$ cat config.mk
export PLATFORM = sky130hd
export DESIGN_NAME = c2p_prerot
export DESIGN_NICKNAME = d
export VERILOG_FILES = /design/src/design/c2p_pkg.sv /design/src/design/c2p_prerot.sv
export SDC_FILE = /design/constraint.sdc
export NUM_CORES = 1
export LEC_CHECK = 0
export ABC_AREA = 1
export BUFFER_PORTS_ARGS = -buffer_cell sky130_fd_sc_hd__buf_4
export CAP_MARGIN = 40
export CORE_UTILIZATION = 45
export DETAILED_ROUTE_END_ITERATION = 10
export HOLD_SLACK_MARGIN = 0.12
export PLACE_DENSITY = 0.9
export SLEW_MARGIN = 0
export SYNTH_ARGS = -nofsm -noshare
export SYNTH_HDL_FRONTEND = slang
export SYNTH_SLANG_ARGS = --single-unit
$ cat constraint.sdc
create_clock -name clk -period 1 [get_ports clk]
set_input_delay 0.15 -clock clk [delete_from_list [all_inputs] [get_ports clk]]
set_output_delay 0.15 -clock clk [all_outputs]
set_load 0.005 [all_outputs]
$ cat src/design/c2p_pkg.sv
// shared constants, control struct and constant functions for the
// cartesian to polar converter; no dependencies
`default_nettype none

package c2p_pkg;

    // default configuration
    localparam int SAMPLE_WIDTH_DEF = 16;
    localparam int ITERATIONS_DEF   = 16;

    // fixed-point layout of the working values
    localparam int GUARD_BITS = 16;
    localparam int ANGLE_FRAC = 30;
    localparam int Z_WIDTH    = 35;
    localparam int GAIN_WIDTH = 30;
    localparam int X_HEADROOM = 2;

    // pi and the reciprocal of the cordic gain at 2^-30
    localparam logic signed [Z_WIDTH-1:0] PI_Q30   = 35'sd3373259426;
    localparam logic [GAIN_WIDTH-1:0]     GAIN_Q30 = 30'd652032874;

    // arctangent of 2^-i at 2^-30 rad, rounded to nearest, first eleven steps
    localparam logic [ANGLE_FRAC-1:0] ATAN_LOW [11] = '{
        30'd843314857, 30'd497837829, 30'd263043837, 30'd133525159,
        30'd67021687,  30'd33543516,  30'd16775851,  30'd8388437,
        30'd4194283,   30'd2097149,   30'd1048576
    };

    // per-stage control travelling with the data
    typedef struct packed {
        logic valid;
        logic bypass;
        logic x_neg;
    } c2p_ctl_t;

    // micro-rotation angle for step i
    function automatic logic signed [Z_WIDTH-1:0] atan_q30(input int i);
        logic signed [Z_WIDTH-1:0] res;
        res = '0;
        if (i < 11)
            res = $signed({{(Z_WIDTH-ANGLE_FRAC){1'b0}}, ATAN_LOW[i[3:0]]});
        else if (i <= ANGLE_FRAC)
            res = $signed(Z_WIDTH'(1) << (ANGLE_FRAC - i));
        return res;
    endfunction

    // pi rounded to the phase output grid for a sample width w
    function automatic logic signed [Z_WIDTH-1:0] pi_round(input int w);
        int ps;
        logic signed [Z_WIDTH-1:0] half;
        ps   = 33 - w;
        half = $signed(Z_WIDTH'(1) << (ps - 1));
        return (PI_Q30 + half) >>> ps;
    endfunction

endpackage

`default_nettype wire

$ cat src/design/c2p_prerot.sv
// input stage: quadrant pre-rotation into the right half plane and
// zero-y detection; uses c2p_pkg
`default_nettype none

module c2p_prerot #(
    parameter int SAMPLE_WIDTH = c2p_pkg::SAMPLE_WIDTH_DEF,
    parameter int XW           = SAMPLE_WIDTH + c2p_pkg::GUARD_BITS + c2p_pkg::X_HEADROOM
) (
    input  wire                                        clk,
    input  wire                                        rst_n,
    input  wire                                        en,
    input  wire                                        in_valid,
    input  wire  logic signed [SAMPLE_WIDTH-1:0]       x_sample,
    input  wire  logic signed [SAMPLE_WIDTH-1:0]       y_sample,
    output c2p_pkg::c2p_ctl_t                          ctl_out,
    output logic signed [XW-1:0]                       x_out,
    output logic signed [XW-1:0]                       y_out,
    output logic signed [c2p_pkg::Z_WIDTH-1:0]         z_out,
    output logic [SAMPLE_WIDTH-1:0]                    absx_out
);

    localparam int W  = SAMPLE_WIDTH;
    localparam int G  = c2p_pkg::GUARD_BITS;
    localparam int ZW = c2p_pkg::Z_WIDTH;

    c2p_pkg::c2p_ctl_t         ctl_reg, ctl_next;
    logic signed [XW-1:0]      x_reg, x_next;
    logic signed [XW-1:0]      y_reg, y_next;
    logic signed [ZW-1:0]      z_reg, z_next;
    logic [W-1:0]              absx_reg, absx_next;
    logic signed [W:0]         x_ext, y_ext, x_rot, y_rot;
    logic                      x_neg;

    // rotate by pi when x is negative
    always_comb
    begin
        x_ext = {x_sample[W-1], x_sample};
        y_ext = {y_sample[W-1], y_sample};
        x_neg = x_sample[W-1];
        x_rot = x_neg ? -x_ext : x_ext;
        y_rot = x_neg ? -y_ext : y_ext;
        if (!x_neg)
            z_next = '0;
        else if (!y_sample[W-1])
            z_next = c2p_pkg::PI_Q30;
        else
            z_next = -c2p_pkg::PI_Q30;
        x_next    = {{(XW-G-W-1){x_rot[W]}}, x_rot, {G{1'b0}}};
        y_next    = {{(XW-G-W-1){y_rot[W]}}, y_rot, {G{1'b0}}};
        absx_next = x_rot[W-1:0];
        ctl_next.valid  = in_valid;
        ctl_next.bypass = (y_sample == '0);
        ctl_next.x_neg  = x_neg;
    end

    // control flags
    always_ff @(posedge clk or negedge rst_n)
    begin
        if (!rst_n)
            ctl_reg <= '0;
        else if (en)
            ctl_reg <= ctl_next;
    end

    // payload
    always_ff @(posedge clk)
    begin
        if (en)
        begin
            x_reg    <= x_next;
            y_reg    <= y_next;
            z_reg    <= z_next;
            absx_reg <= absx_next;
        end
    end

    assign ctl_out  = ctl_reg;
    assign x_out    = x_reg;
    assign y_out    = y_reg;
    assign z_out    = z_reg;
    assign absx_out = absx_reg;

endmodule

`default_nettype wire

==> metrics.log, run 1 <==
INFO  metric worstPathCellList = buf_12, buf_4
INFO  metric clkLatencyLatePin = 0.29 ns
INFO  metric cp_data_required_time = 0.85 ns
INFO  metric detailedPlace.worstSlack = -0.266 ns
INFO  metric layout_setup_ws = -0.146 ns
INFO  metric drc_errors = 0
INFO  metric power.density_cell_area = approximately 1200 nW/um^2
INFO  metric rr_startpoint = ctl_out[1]
INFO  metric fmax = 0.873 GHz
INFO  metric cts-root-to-sink-buffers = 2
INFO  metric timing.final.max_slew_violations = 0
INFO  metric cts_tree = built
INFO  metric htree_levels = 2
INFO  metric area_growth = 40.1%
INFO  metric drt-total-wl = roughly 6500 um
INFO  metric final_layout_size_suffix_gt1_frac = 0.453
INFO  metric finClkSkew = 0 ns
INFO  metric period_minus_slack = ~1.1 ns
INFO  metric grt_setup_unrepaired = true
INFO  metric place_congestion = 0.810
INFO  metric boundaryPins = 158
INFO  metric ant_cells = 0
INFO  metric ant_nets = 0
INFO  metric fp.coreArea = 5990 um^2
INFO  metric clk_transition_reported_paths = approximately 0.08 ns
INFO  metric number_of_antenna_violations_at_the_first_check_in_global_routing = 0
INFO  metric global_route.usage.total = 0.198
INFO  metric critical_hold_path_startpoint = en
INFO  metric cts_made_buffers = 5
INFO  metric die-height = slightly above 80 um
INFO  metric yosysSeqAreaShare = 0.419
INFO  metric result_of_the_run = complete, but fails checks
INFO  metric multi_input_logic_area = 1030 um^2
INFO  metric combPwrFrac = 0.284
INFO  metric die_w = 81.3 um
INFO  metric clk_root_buffer_cell = sky130_fd_sc_hd__clkbuf_8
INFO  metric total_leakage_power = 1.96 nW
INFO  metric worst-r2r-setup-slack = 0.26 ns
INFO  metric row_count = 28
INFO  metric crit_buf_inv = 2
INFO  metric critPathMaxFanout = 15
INFO  metric place.port_buffers = about 120
INFO  metric critical_path.reg2reg.endpoint = ctl_out[1]
INFO  metric finalCritPeriodShare = 1.15
INFO  metric sw_frac_of_total = 0.260
INFO  metric yosys_warnings = 0
INFO  metric num-fill-cells = 482
INFO  metric ir_drop = 927 uV
INFO  metric post_synth_instance_area = around 2800 um^2
INFO  metric r2r_cells = 3
INFO  metric cts.sink_count = 40
INFO  metric violations = negative setup slack
INFO  metric criticalPathCategory = register to primary output
INFO  metric timing.critical_path.slowest_stage_cell = sky130_fd_sc_hd__edfxtp_1
INFO  metric end_kind = primary output
INFO  metric start_kind = register
INFO  metric cpLargestDelayFamily = flip-flops
INFO  metric dieArea = ~6600 um^2
INFO  metric synth_seq_cells = 40
INFO  metric drt-pass1-iter-count = 4
INFO  metric worst-endpoint-arrival = 1.00 ns
INFO  metric power_switching = ~0.0012 W
INFO  metric max_cap_violations = 0
INFO  metric hold_class = input pin to register
INFO  metric place_hpwl = 4990 um
INFO  metric grt_start_max_net_pins = 22
INFO  metric worst_hold_path.num_cells = 1
INFO  metric max_stage_delay = 0.42 ns
INFO  metric initial_standard_cell_utilization_of_the_core = 0.472
INFO  metric finish.instance_area = 3960 um^2
INFO  metric hold-path-endpoint = x_out[22]
INFO  metric grt.overflow.total = 0
INFO  metric syn_inst = 320
INFO  metric first_global_vias = 2185
INFO  metric wire_per_inst = 12.6 um
INFO  metric area.sequential = 1190 um^2
INFO  metric avgViaCountPerCell = 4.63
INFO  metric synth_area_per_cell = 8.84 um^2
INFO  metric setup_viol_count_final = 54
INFO  metric internal_power = 0.00353 W
INFO  metric sequentialPowerShare = 0.442
INFO  metric final-hold-violation-count = 0
INFO  metric clock_power_share = 0.274
INFO  metric num_vias = 2373
INFO  metric grt_pass1_wl = 9970 um
INFO  metric synth.distinct_cells = 28
INFO  metric final_nets = 474
INFO  metric drtIter0Drc = 178
INFO  metric place_area = 3680 um^2
[Yosys cell counts]
cell                        n  area (um^2)
sky130_fd_sc_hd__buf_4     83          623
sky130_fd_sc_hd__nand2_1   68          255
sky130_fd_sc_hd__edfxtp_1  37         1110
sky130_fd_sc_hd__inv_1     28          105
sky130_fd_sc_hd__nand3_1   21          105
sky130_fd_sc_hd__nor2_1    19         71.3
sky130_fd_sc_hd__xor2_1    10         87.6
sky130_fd_sc_hd__nor2_2     5         31.3
sky130_fd_sc_hd__nand3_2    4         40.0
sky130_fd_sc_hd__nor2_4     4         45.0
sky130_fd_sc_hd__o21ai_0    4         20.0
sky130_fd_sc_hd__o21ai_2    4         35.0
sky130_fd_sc_hd__xnor2_1    4         35.0
sky130_fd_sc_hd__dfrtp_1    3         75.1
sky130_fd_sc_hd__inv_2      3         11.3
sky130_fd_sc_hd__nand2_4    3         33.8
sky130_fd_sc_hd__nand3b_1   3         22.5
sky130_fd_sc_hd__nand4_1    3         18.8
sky130_fd_sc_hd__buf_6      2         22.5
sky130_fd_sc_hd__ha_1       2         25.0
sky130_fd_sc_hd__nand2_2    2         12.5
sky130_fd_sc_hd__o21ai_1    2         10.0
sky130_fd_sc_hd__a21oi_1    1         5.00
sky130_fd_sc_hd__and2_1     1         6.26
sky130_fd_sc_hd__buf_2      1         5.00
sky130_fd_sc_hd__conb_1     1         3.75
sky130_fd_sc_hd__inv_4      1         6.26
sky130_fd_sc_hd__nor3_1     1         5.00
[cell families (layout without fill, tap and decap cells)]
group | after synthesis | count (layout) | share of synthesized area
XOR/XNOR | 14 | 14 | 0.0434
flip-flops | 40 | 40 | 0.419
AND/OR/NAND/NOR | 134 | 134 | 0.229
AO/OA/AOI/OAI | 11 | 11 | 0.0248
buffers and inverters | 118 | 202 | 0.273
adder cells (fa/ha/maj) | 2 | 2 | 0.00885
other | 1 | 34 | 0.00133
[what timing repair did]
action,4_1_cts,5_1_grt
hold endpoints to repair,6,0
gates resized for setup,10,17
endpoints found under the setup margin,50,77
hold buffers,4,0
pin swaps,0,2
buffers inserted,1,2
[flip-flops by register name, summed over array words and instances (netlist names)]
| signal | count |
|---|---|
| x_out | 17 |
| ctl_out | 3 |
| z_out | 3 |
| y_out | 17 |
[power groups by stage]
stage	clock (W)	sequential (W)	combinational [W]
6_report	0.00131	0.00211	0.00135
5_1_grt	0.00140	0.00212	0.00148
4_1_cts	0.00133	0.00210	0.00131
3_5_place_dp	0	0.00213	0.00125
3_3_place_gp	0	0.00213	0.00121
2_1_floorplan	0	0.00215	0.000700
[per-stage QoR]
stage,std cells,TNS (ns),total power [W],util,hold slack [ns]
final,512,-4.66,0.00476,0.661,0.141
after global routing,512,-6.72,0.00500,0.661,0.148
after CTS,510,-5.07,0.00473,0.648,0.144
after detailed placement,497,-4.63,0.00338,0.614,-0.0576
after global placement,497,-3.76,0.00334,0.614,-0.0608
after floorplan,353,-0.0261,0.00285,-,-0.146
[layer usage]
metal / up-vias / global-route usage / part of all wire / wire (um)
met5: - / 0 / 0 / 0
li1: 1129 / - / - / -
met1: 1089 / 0.226 / 0.36 / 2350
met3: 17 / 0.0461 / 0.091 / 590
met4: 0 / 0.0643 / 0.021 / 138
met2: 138 / 0.361 / 0.52 / 3390
[cell type report]
type	instances	area share
sequential	40	0.299
tap	75	0.0237
clock inverter	2	0.00884
inverter	32	0.0388
timing repair buffer	162	0.350
clock buffer	6	0.0183
multi-input combinational	195	0.261
[how the worst max path moves through the flow]
stage	startpoint	to	slack, ns	depth (start not counted)
5_1_grt	z_out[31]	z_out[15]	-0.18	2
2_1_floorplan	x_sample[1]	x_out[30]	-0.02	7
4_1_cts	z_out[31]	z_out[12]	-0.16	2
3_3_place_gp	x_sample[1]	x_out[30]	-0.24	8
6_report	z_out[31]	z_out[9]	-0.15	2
3_5_place_dp	x_sample[1]	x_out[30]	-0.27	8
[layout by cell type (no fill, tap or decap)]
cell type	count
sky130_fd_sc_hd__buf_4	127
sky130_fd_sc_hd__inv_16	1
sky130_fd_sc_hd__nand2_1	68
sky130_fd_sc_hd__inv_4	1
sky130_fd_sc_hd__dlygate4sd3_1	4
sky130_fd_sc_hd__nor3_1	1
sky130_fd_sc_hd__o21ai_1	2
sky130_fd_sc_hd__nand3_4	1
sky130_fd_sc_hd__clkbuf_8	5
sky130_fd_sc_hd__buf_12	5
sky130_fd_sc_hd__nand3_2	3
sky130_fd_sc_hd__nand3b_1	3
sky130_fd_sc_hd__nand4_1	3
sky130_fd_sc_hd__nand2_2	2
sky130_fd_sc_hd__bufinv_16	1
sky130_fd_sc_hd__nand3_1	21
sky130_fd_sc_hd__nor2_1	18
sky130_fd_sc_hd__xnor2_1	4
sky130_fd_sc_hd__o21ai_2	3
sky130_fd_sc_hd__ha_4	2
sky130_fd_sc_hd__o21ai_4	1
sky130_fd_sc_hd__and2_1	1
sky130_fd_sc_hd__inv_2	3
sky130_fd_sc_hd__inv_6	3
sky130_fd_sc_hd__dfrtp_1	3
sky130_fd_sc_hd__nor2_2	6
sky130_fd_sc_hd__a21oi_1	1
sky130_fd_sc_hd__xor2_1	10
sky130_fd_sc_hd__clkbuf_1	1
sky130_fd_sc_hd__inv_1	24
sky130_fd_sc_hd__o21ai_0	4
sky130_fd_sc_hd__edfxtp_1	37
sky130_fd_sc_hd__nor2_4	4
sky130_fd_sc_hd__clkinv_2	1
sky130_fd_sc_hd__nand2_4	3
sky130_fd_sc_hd__conb_1	34
sky130_fd_sc_hd__buf_6	26
Power figures use the tool's default switching activity.
==> run 2: changes to the inputs <==
- HOLD_SLACK_MARGIN: 0.12 -> 0.08
- clock period: 1 -> 1.3 ns (I/O delays scaled with it)
==> metrics.log, run 2 (synthesis gave the netlist of run 1 again) <==
INFO  metric area_growth = 26.8%
INFO  metric worst-endpoint-arrival = 1.00 ns (about the same)
INFO  metric hold_class = input pin to register
INFO  metric die-height = 81.3 um (unchanged)
INFO  metric accumulated_negative_setup_slack = 0 ns (+4.66 ns)
INFO  metric worst_hold_path.num_cells = 1 (unchanged)
INFO  metric drtIter0Drc = 112 (-37%)
INFO  metric grt_pass1_wl = 8630 um (-13%)
INFO  metric die_w = 81.3 um (unchanged)
INFO  metric crit_buf_inv = 2 (unchanged)
INFO  metric result_of_the_run = finished, final reports clean
INFO  metric final_nets = 450 (-5.1%)
INFO  metric grt_start_max_net_pins = 25 (+14%)
INFO  metric worstSetupStartpoint = z_out[31]
INFO  metric commonest_non_fill_non_tap_cells_in_the_layout = 133 x sky130_fd_sc_hd__buf_4, 68 x sky130_fd_sc_hd__nand2_1, 37 x sky130_fd_sc_hd__edfxtp_1
INFO  metric start_kind = register
INFO  metric max_cap_violations = 0 (unchanged)
INFO  metric max_stage_delay = 0.42 ns (about the same)
INFO  metric mostFrequentLayoutCell = sky130_fd_sc_hd__buf_4
INFO  metric end_kind = primary output
INFO  metric clk_transition_reported_paths = 0.07 ns (about the same)
INFO  metric drt-total-wl = 6010 um (-7.3%)
INFO  metric total_leakage_power = 1.80 nW (-8.2%)
INFO  metric report.power.total = 0.00350 W (-27%)
INFO  metric ant_nets = 0 (unchanged)
INFO  metric grt.overflow.total = 0 (unchanged)
INFO  metric r2r_cells = 2 (-1)
INFO  metric global_route.usage.total = 0.172 (-0.0263)
INFO  metric critPathMaxFanout = 15 (unchanged)
INFO  metric cts.sink_count = 40 (unchanged)
INFO  metric fp.coreArea = 5990 um^2 (unchanged)
INFO  metric avgViaCountPerCell = 4.53 (-2.2%)
INFO  metric place_congestion = 0.852 (+5.1%)
INFO  metric row_count = 28 (unchanged)
INFO  metric cts.repair.resized = 0 (-10)
INFO  metric grt_setup_unrepaired = false
INFO  metric timing.critical_path.slowest_stage_cell = sky130_fd_sc_hd__edfxtp_1
INFO  metric number_of_antenna_violations_at_the_first_check_in_global_routing = 0 (unchanged)
INFO  metric hold-path-endpoint = y_out[16]
INFO  metric setup_viol_count_final = 0 (-100%)
INFO  metric timing.final.max_slew_violations = 0 (unchanged)
INFO  metric critical_path.reg2reg.endpoint = ctl_out[0]
INFO  metric criticalPathCategory = register to primary output
INFO  metric first_global_vias = 1892 (-13%)
INFO  metric fmax = roughly 0.84 GHz
INFO  metric cp_data_required_time = 1.11 ns (+0.26 ns)
INFO  metric num_vias = 2213 (-6.7%)
INFO  metric clk_root_buffer_cell = sky130_fd_sc_hd__clkbuf_8
INFO  metric cts_tree = built
INFO  metric drc_errors = 0 (unchanged)
INFO  metric htree_levels = 2 (unchanged)
INFO  metric place_hpwl = 4770 um (-4.5%)
INFO  metric cts-root-to-sink-buffers = 2 (unchanged)
INFO  metric dieArea = 6600 um^2 (unchanged)
INFO  metric path_depth = 2 (unchanged)
INFO  metric ant_cells = 0 (unchanged)
INFO  metric cpLargestDelayFamily = flip-flops
INFO  metric boundaryPins = 158 (unchanged)
INFO  metric worst-r2r-setup-slack = 0.65 ns (+0.39 ns)
INFO  metric power.density_cell_area = 975 nW/um^2 (-19%)
INFO  metric cts_made_buffers = 5 (unchanged)
INFO  metric final_layout_size_suffix_gt1_frac = 0.412 (-0.0415)
INFO  metric finClkSkew = 0 ns (unchanged)
INFO  metric initial_standard_cell_utilization_of_the_core = 0.472 (unchanged)
INFO  metric place.port_buffers = 124 (unchanged)
INFO  metric clkLatencyLatePin = 0.29 ns (about the same)
INFO  metric worstPathCellList = buf_12, buf_4
INFO  metric final-hold-violation-count = 0 (unchanged)
INFO  metric period_minus_slack = 1.20 ns
INFO  metric ir_drop = 655 uV (-29%)
INFO  metric finalCritPeriodShare = 0.920
INFO  metric drt-pass1-iter-count = 5 (+1)
INFO  metric rr_startpoint = ctl_out[0]
INFO  metric critical_hold_path_startpoint = y_sample[0]
INFO  metric wire_per_inst = 12.3 um (-2.7%)
[run 2: layer usage]
layer,share of wire,GRT usage,vias to the layer above
met4,0.021,0.0732,0
met3,0.073,0.0393,13
met2,0.54,0.308,111
met1,0.37,0.194,1001
met5,0,0,-
li1,-,-,1088
[run 2: area by class of cell]
cell class,instances,area [um^2]
Multi-Input combinational cell,195,992
Clock buffer,5,68.8
Clock inverter,3,42.5
Tap cell,75,93.8
Timing Repair Buffer,138,1080
Inverter,32,123
Sequential cell,40,1190
Fill cell,516,2410
[run 2: worst max path at each step]
stage                      endpoint  slack (ns)
after floorplan           x_out[30]        0.12
after global placement    y_out[28]       0.002
after detailed placement  x_out[28]       -0.12
after CTS                 z_out[31]        0.01
after global routing      z_out[31]        0.07
final                     z_out[31]        0.10
[run 2: metrics by stage]
step / area, um^2 / std cells / worst slack [ns] / hold WS (ns) / util
3_5_place_dp: 3410 / 476 / -0.120 / -0.0111 / 0.570
5_1_grt: 3580 / 488 / 0.0720 / 0.0892 / 0.598
4_1_cts: 3550 / 486 / 0.0139 / 0.0855 / 0.593
3_3_place_gp: 3410 / 476 / 0.00152 / -0.0160 / 0.570
2_1_floorplan: 2950 / 353 / 0.115 / -0.101 / -
6_report: 3580 / 488 / 0.104 / 0.0983 / 0.598
[run 2: repair_timing]
action,CTS,global route
setup buffers,1,1
endpoints found under the setup margin,18,15
hold buffers,1,1
endpoints found under the hold margin,3,1
[run 2: power breakdown]
group / leakage, nW / internal (W) / switching [W] / total (W)
sequential: 0.399 / 0.00155 / 0.0000534 / 0.00160
clock: 0.0541 / 0.000568 / 0.000422 / 0.000989
combinational: 1.35 / 0.000485 / 0.000417 / 0.000901
==> run 3: changes to the inputs <==
- CORE_UTILIZATION: 45 -> 41
- PLACE_DENSITY: 0.9 -> 0.87
- clock period: 1.3 -> 1.1 ns (I/O delays scaled with it)
==> metrics.log, run 3 (synthesis gave the netlist of run 1 again) <==
INFO  metric power.density_cell_area = 1050 nW/um^2 (+7.2%)
INFO  metric routed-wl-met3 = 412 um (-5.9%)
INFO  metric criticalPathCategory = register to primary output
INFO  metric die_w = 85.0 um (+4.6%)
INFO  metric final_layout_size_suffix_gt1_frac = 0.453 (+0.0415)
INFO  metric detailedPlace.worstSlack = -0.218 ns (-0.0984 ns)
INFO  metric ir_drop = 471 uV (-28%)
INFO  metric final-hold-violation-count = 0 (unchanged)
INFO  metric combPwrFrac = 0.293 (+0.035)
INFO  metric clock_power_share = 0.235 (-0.048)
INFO  metric mostFrequentLayoutCell = sky130_fd_sc_hd__buf_4
INFO  metric cts-root-to-sink-buffers = 2 (unchanged)
INFO  metric worst-r2r-setup-slack = 0.42 ns (-0.23 ns)
INFO  metric fp.coreArea = 6490 um^2 (+8.4%)
INFO  metric total_leakage_power = 1.92 nW (+6.5%)
INFO  metric period_minus_slack = roughly 1.2 ns
INFO  metric worst-endpoint-arrival = 1.00 ns (about the same)
INFO  metric drtIter0Drc = 66 (-41%)
INFO  metric grt_setup_unrepaired = true
INFO  metric critical_hold_path_startpoint = in_valid
INFO  metric global_route.usage.total = 0.172 (about the same)
INFO  metric start_kind = register
INFO  metric sequentialPowerShare = 0.473 (+0.014)
INFO  metric critical_path.reg2reg.endpoint = ctl_out[0]
INFO  metric layout_setup_ws = -0.0673 ns (-0.172 ns)
INFO  metric violations = negative setup slack
INFO  metric grt_pass1_wl = 9840 um (+14%)
INFO  metric hold_class = input pin to register
INFO  metric htree_levels = 2 (unchanged)
INFO  metric max_cap_violations = 0 (unchanged)
INFO  metric drt-pass1-iter-count = 7 (+2)
INFO  metric report.power.total = 0.00401 W (+15%)
INFO  metric ant_nets = 0 (unchanged)
INFO  metric area_growth = 35.8%
INFO  metric grt_start_max_net_pins = 22 (-12%)
INFO  metric die-height = 85.0 um (+4.6%)
INFO  metric fmax = 0.857 GHz
INFO  metric cts_made_buffers = 5 (unchanged)
INFO  metric clk_transition_reported_paths = 0.07 ns (about the same)
INFO  metric critPathMaxFanout = 18 (+3)
INFO  metric initial_standard_cell_utilization_of_the_core = 0.435 (-0.0366)
INFO  metric setup_viol_count_final = 33 (+33)
INFO  metric row_count = 29 (+3.6%)
INFO  metric wl_met2 = 3360 um (+4.0%)
INFO  metric clk_root_buffer_cell = sky130_fd_sc_hd__clkbuf_8
INFO  metric r2r_cells = 2 (unchanged)
INFO  metric worst_hold_path.num_cells = 3 (+2)
INFO  metric drc_errors = 0 (unchanged)
INFO  metric worstSetupStartpoint = z_out[33]
INFO  metric power_switching = 0.00109 W (+22%)
INFO  metric end_kind = primary output
INFO  metric place_hpwl = 5140 um (+7.8%)
INFO  metric rr_startpoint = ctl_out[0]
INFO  metric dieArea = 7230 um^2 (+9.5%)
INFO  metric drt-total-wl = 6280 um (+4.5%)
INFO  metric timing.final.max_slew_violations = 0 (unchanged)
INFO  metric finalCritPeriodShare = 1.06
INFO  metric number_of_antenna_violations_at_the_first_check_in_global_routing = 0 (unchanged)
INFO  metric first_global_vias = 2104 (+11%)
INFO  metric clkLatencyLatePin = 0.28 ns (about the same)
INFO  metric cts_tree = built
INFO  metric avgViaCountPerCell = 4.41 (-2.7%)
INFO  metric cp_data_required_time = 0.94 ns (-0.17 ns)
INFO  metric place.port_buffers = 124 (unchanged)
INFO  metric sw_frac_of_total = 0.271 (+0.0156)
INFO  metric finClkSkew = 0 ns (unchanged)
INFO  metric internal_power = 0.00293 W (+12%)
INFO  metric commonest_non_fill_non_tap_cells_in_the_layout = 147 x sky130_fd_sc_hd__buf_4, 67 x sky130_fd_sc_hd__nand2_1, 37 x sky130_fd_sc_hd__edfxtp_1
INFO  metric hold-path-endpoint = ctl_out[2]
INFO  metric num_vias = 2269 (+2.5%)
INFO  metric result_of_the_run = complete, but fails checks
INFO  metric topRoutingLayerUsed = met4
INFO  metric wire_per_inst = 12.2 um (-0.79%)
INFO  metric boundaryPins = 158 (unchanged)
INFO  metric cts.sink_count = 40 (unchanged)
INFO  metric grt.overflow.total = 0 (unchanged)
INFO  metric ant_cells = 0 (unchanged)
INFO  metric place_congestion = 0.869 (+2.1%)
INFO  metric wl_met1 = 2430 um (+9.9%)
INFO  metric final_nets = 474 (+5.3%)
[run 3: per-layer routing]
layer,GRT usage,vias up
met5,0,-
met4,0.0508,0
met3,0.0214,6
met2,0.326,108
met1,0.201,1021
li1,-,1134
[run 3: repair_timing]
item,4_1_cts,5_1_grt
setup endpoints to repair,33,36
pin swaps,0,2
endpoints found under the hold margin,5,0
setup buffers,2,0
hold buffers,3,0
resized for setup,0,12
[run 3: worst max-delay path by stage]
stage	end	slack, ns	cells after the start
2_1_floorplan	y_out[24]	0.02	6
3_3_place_gp	y_out[26]	-0.17	8
3_5_place_dp	y_out[24]	-0.22	7
4_1_cts	z_out[20]	-0.08	2
5_1_grt	z_out[27]	-0.10	2
6_report	z_out[25]	-0.07	2
[run 3: worst max-delay path: stages, from the launching register on]
cell,delay [ns]
sky130_fd_sc_hd__edfxtp_1,0.41
sky130_fd_sc_hd__buf_12,0.17
sky130_fd_sc_hd__buf_4,0.13
[run 3: metrics by stage]
| stage | hold WS, ns | instance area [um^2] | setup TNS (ns) | cells | util |
|---|---|---|---|---|---|
| final | 0.0937 | 3840 | -1.89 | 514 | 0.591 |
| after global routing | 0.0896 | 3840 | -3.15 | 514 | 0.591 |
| after CTS | 0.0834 | 3790 | -2.34 | 514 | 0.584 |
| after detailed placement | -0.0414 | 3640 | -3.09 | 501 | 0.561 |
| after global placement | -0.0459 | 3640 | -2.50 | 501 | 0.561 |
| after floorplan | -0.131 | 2980 | 0 | 353 | - |
[run 3: final cells by class]
class                   count  area, um^2
fillers                   557        2660
repair buffers            162        1310
flip-flops and latches     40        1190
multi-input cells         195        1040
clock buffers               6        72.6
well taps                  77        96.3
inverters                  32         123
clock inverters             2        11.3
[run 3: power by group through the flow]
stage	Combinational [W]	Clock [W]	Sequential [W]
floorplan	0.000627	0	0.00195
global placement	0.00108	0	0.00194
detailed placement	0.00111	0	0.00195
CTS	0.00116	0.000981	0.00190
global route	0.00128	0.00103	0.00191
finish	0.00118	0.000942	0.00190
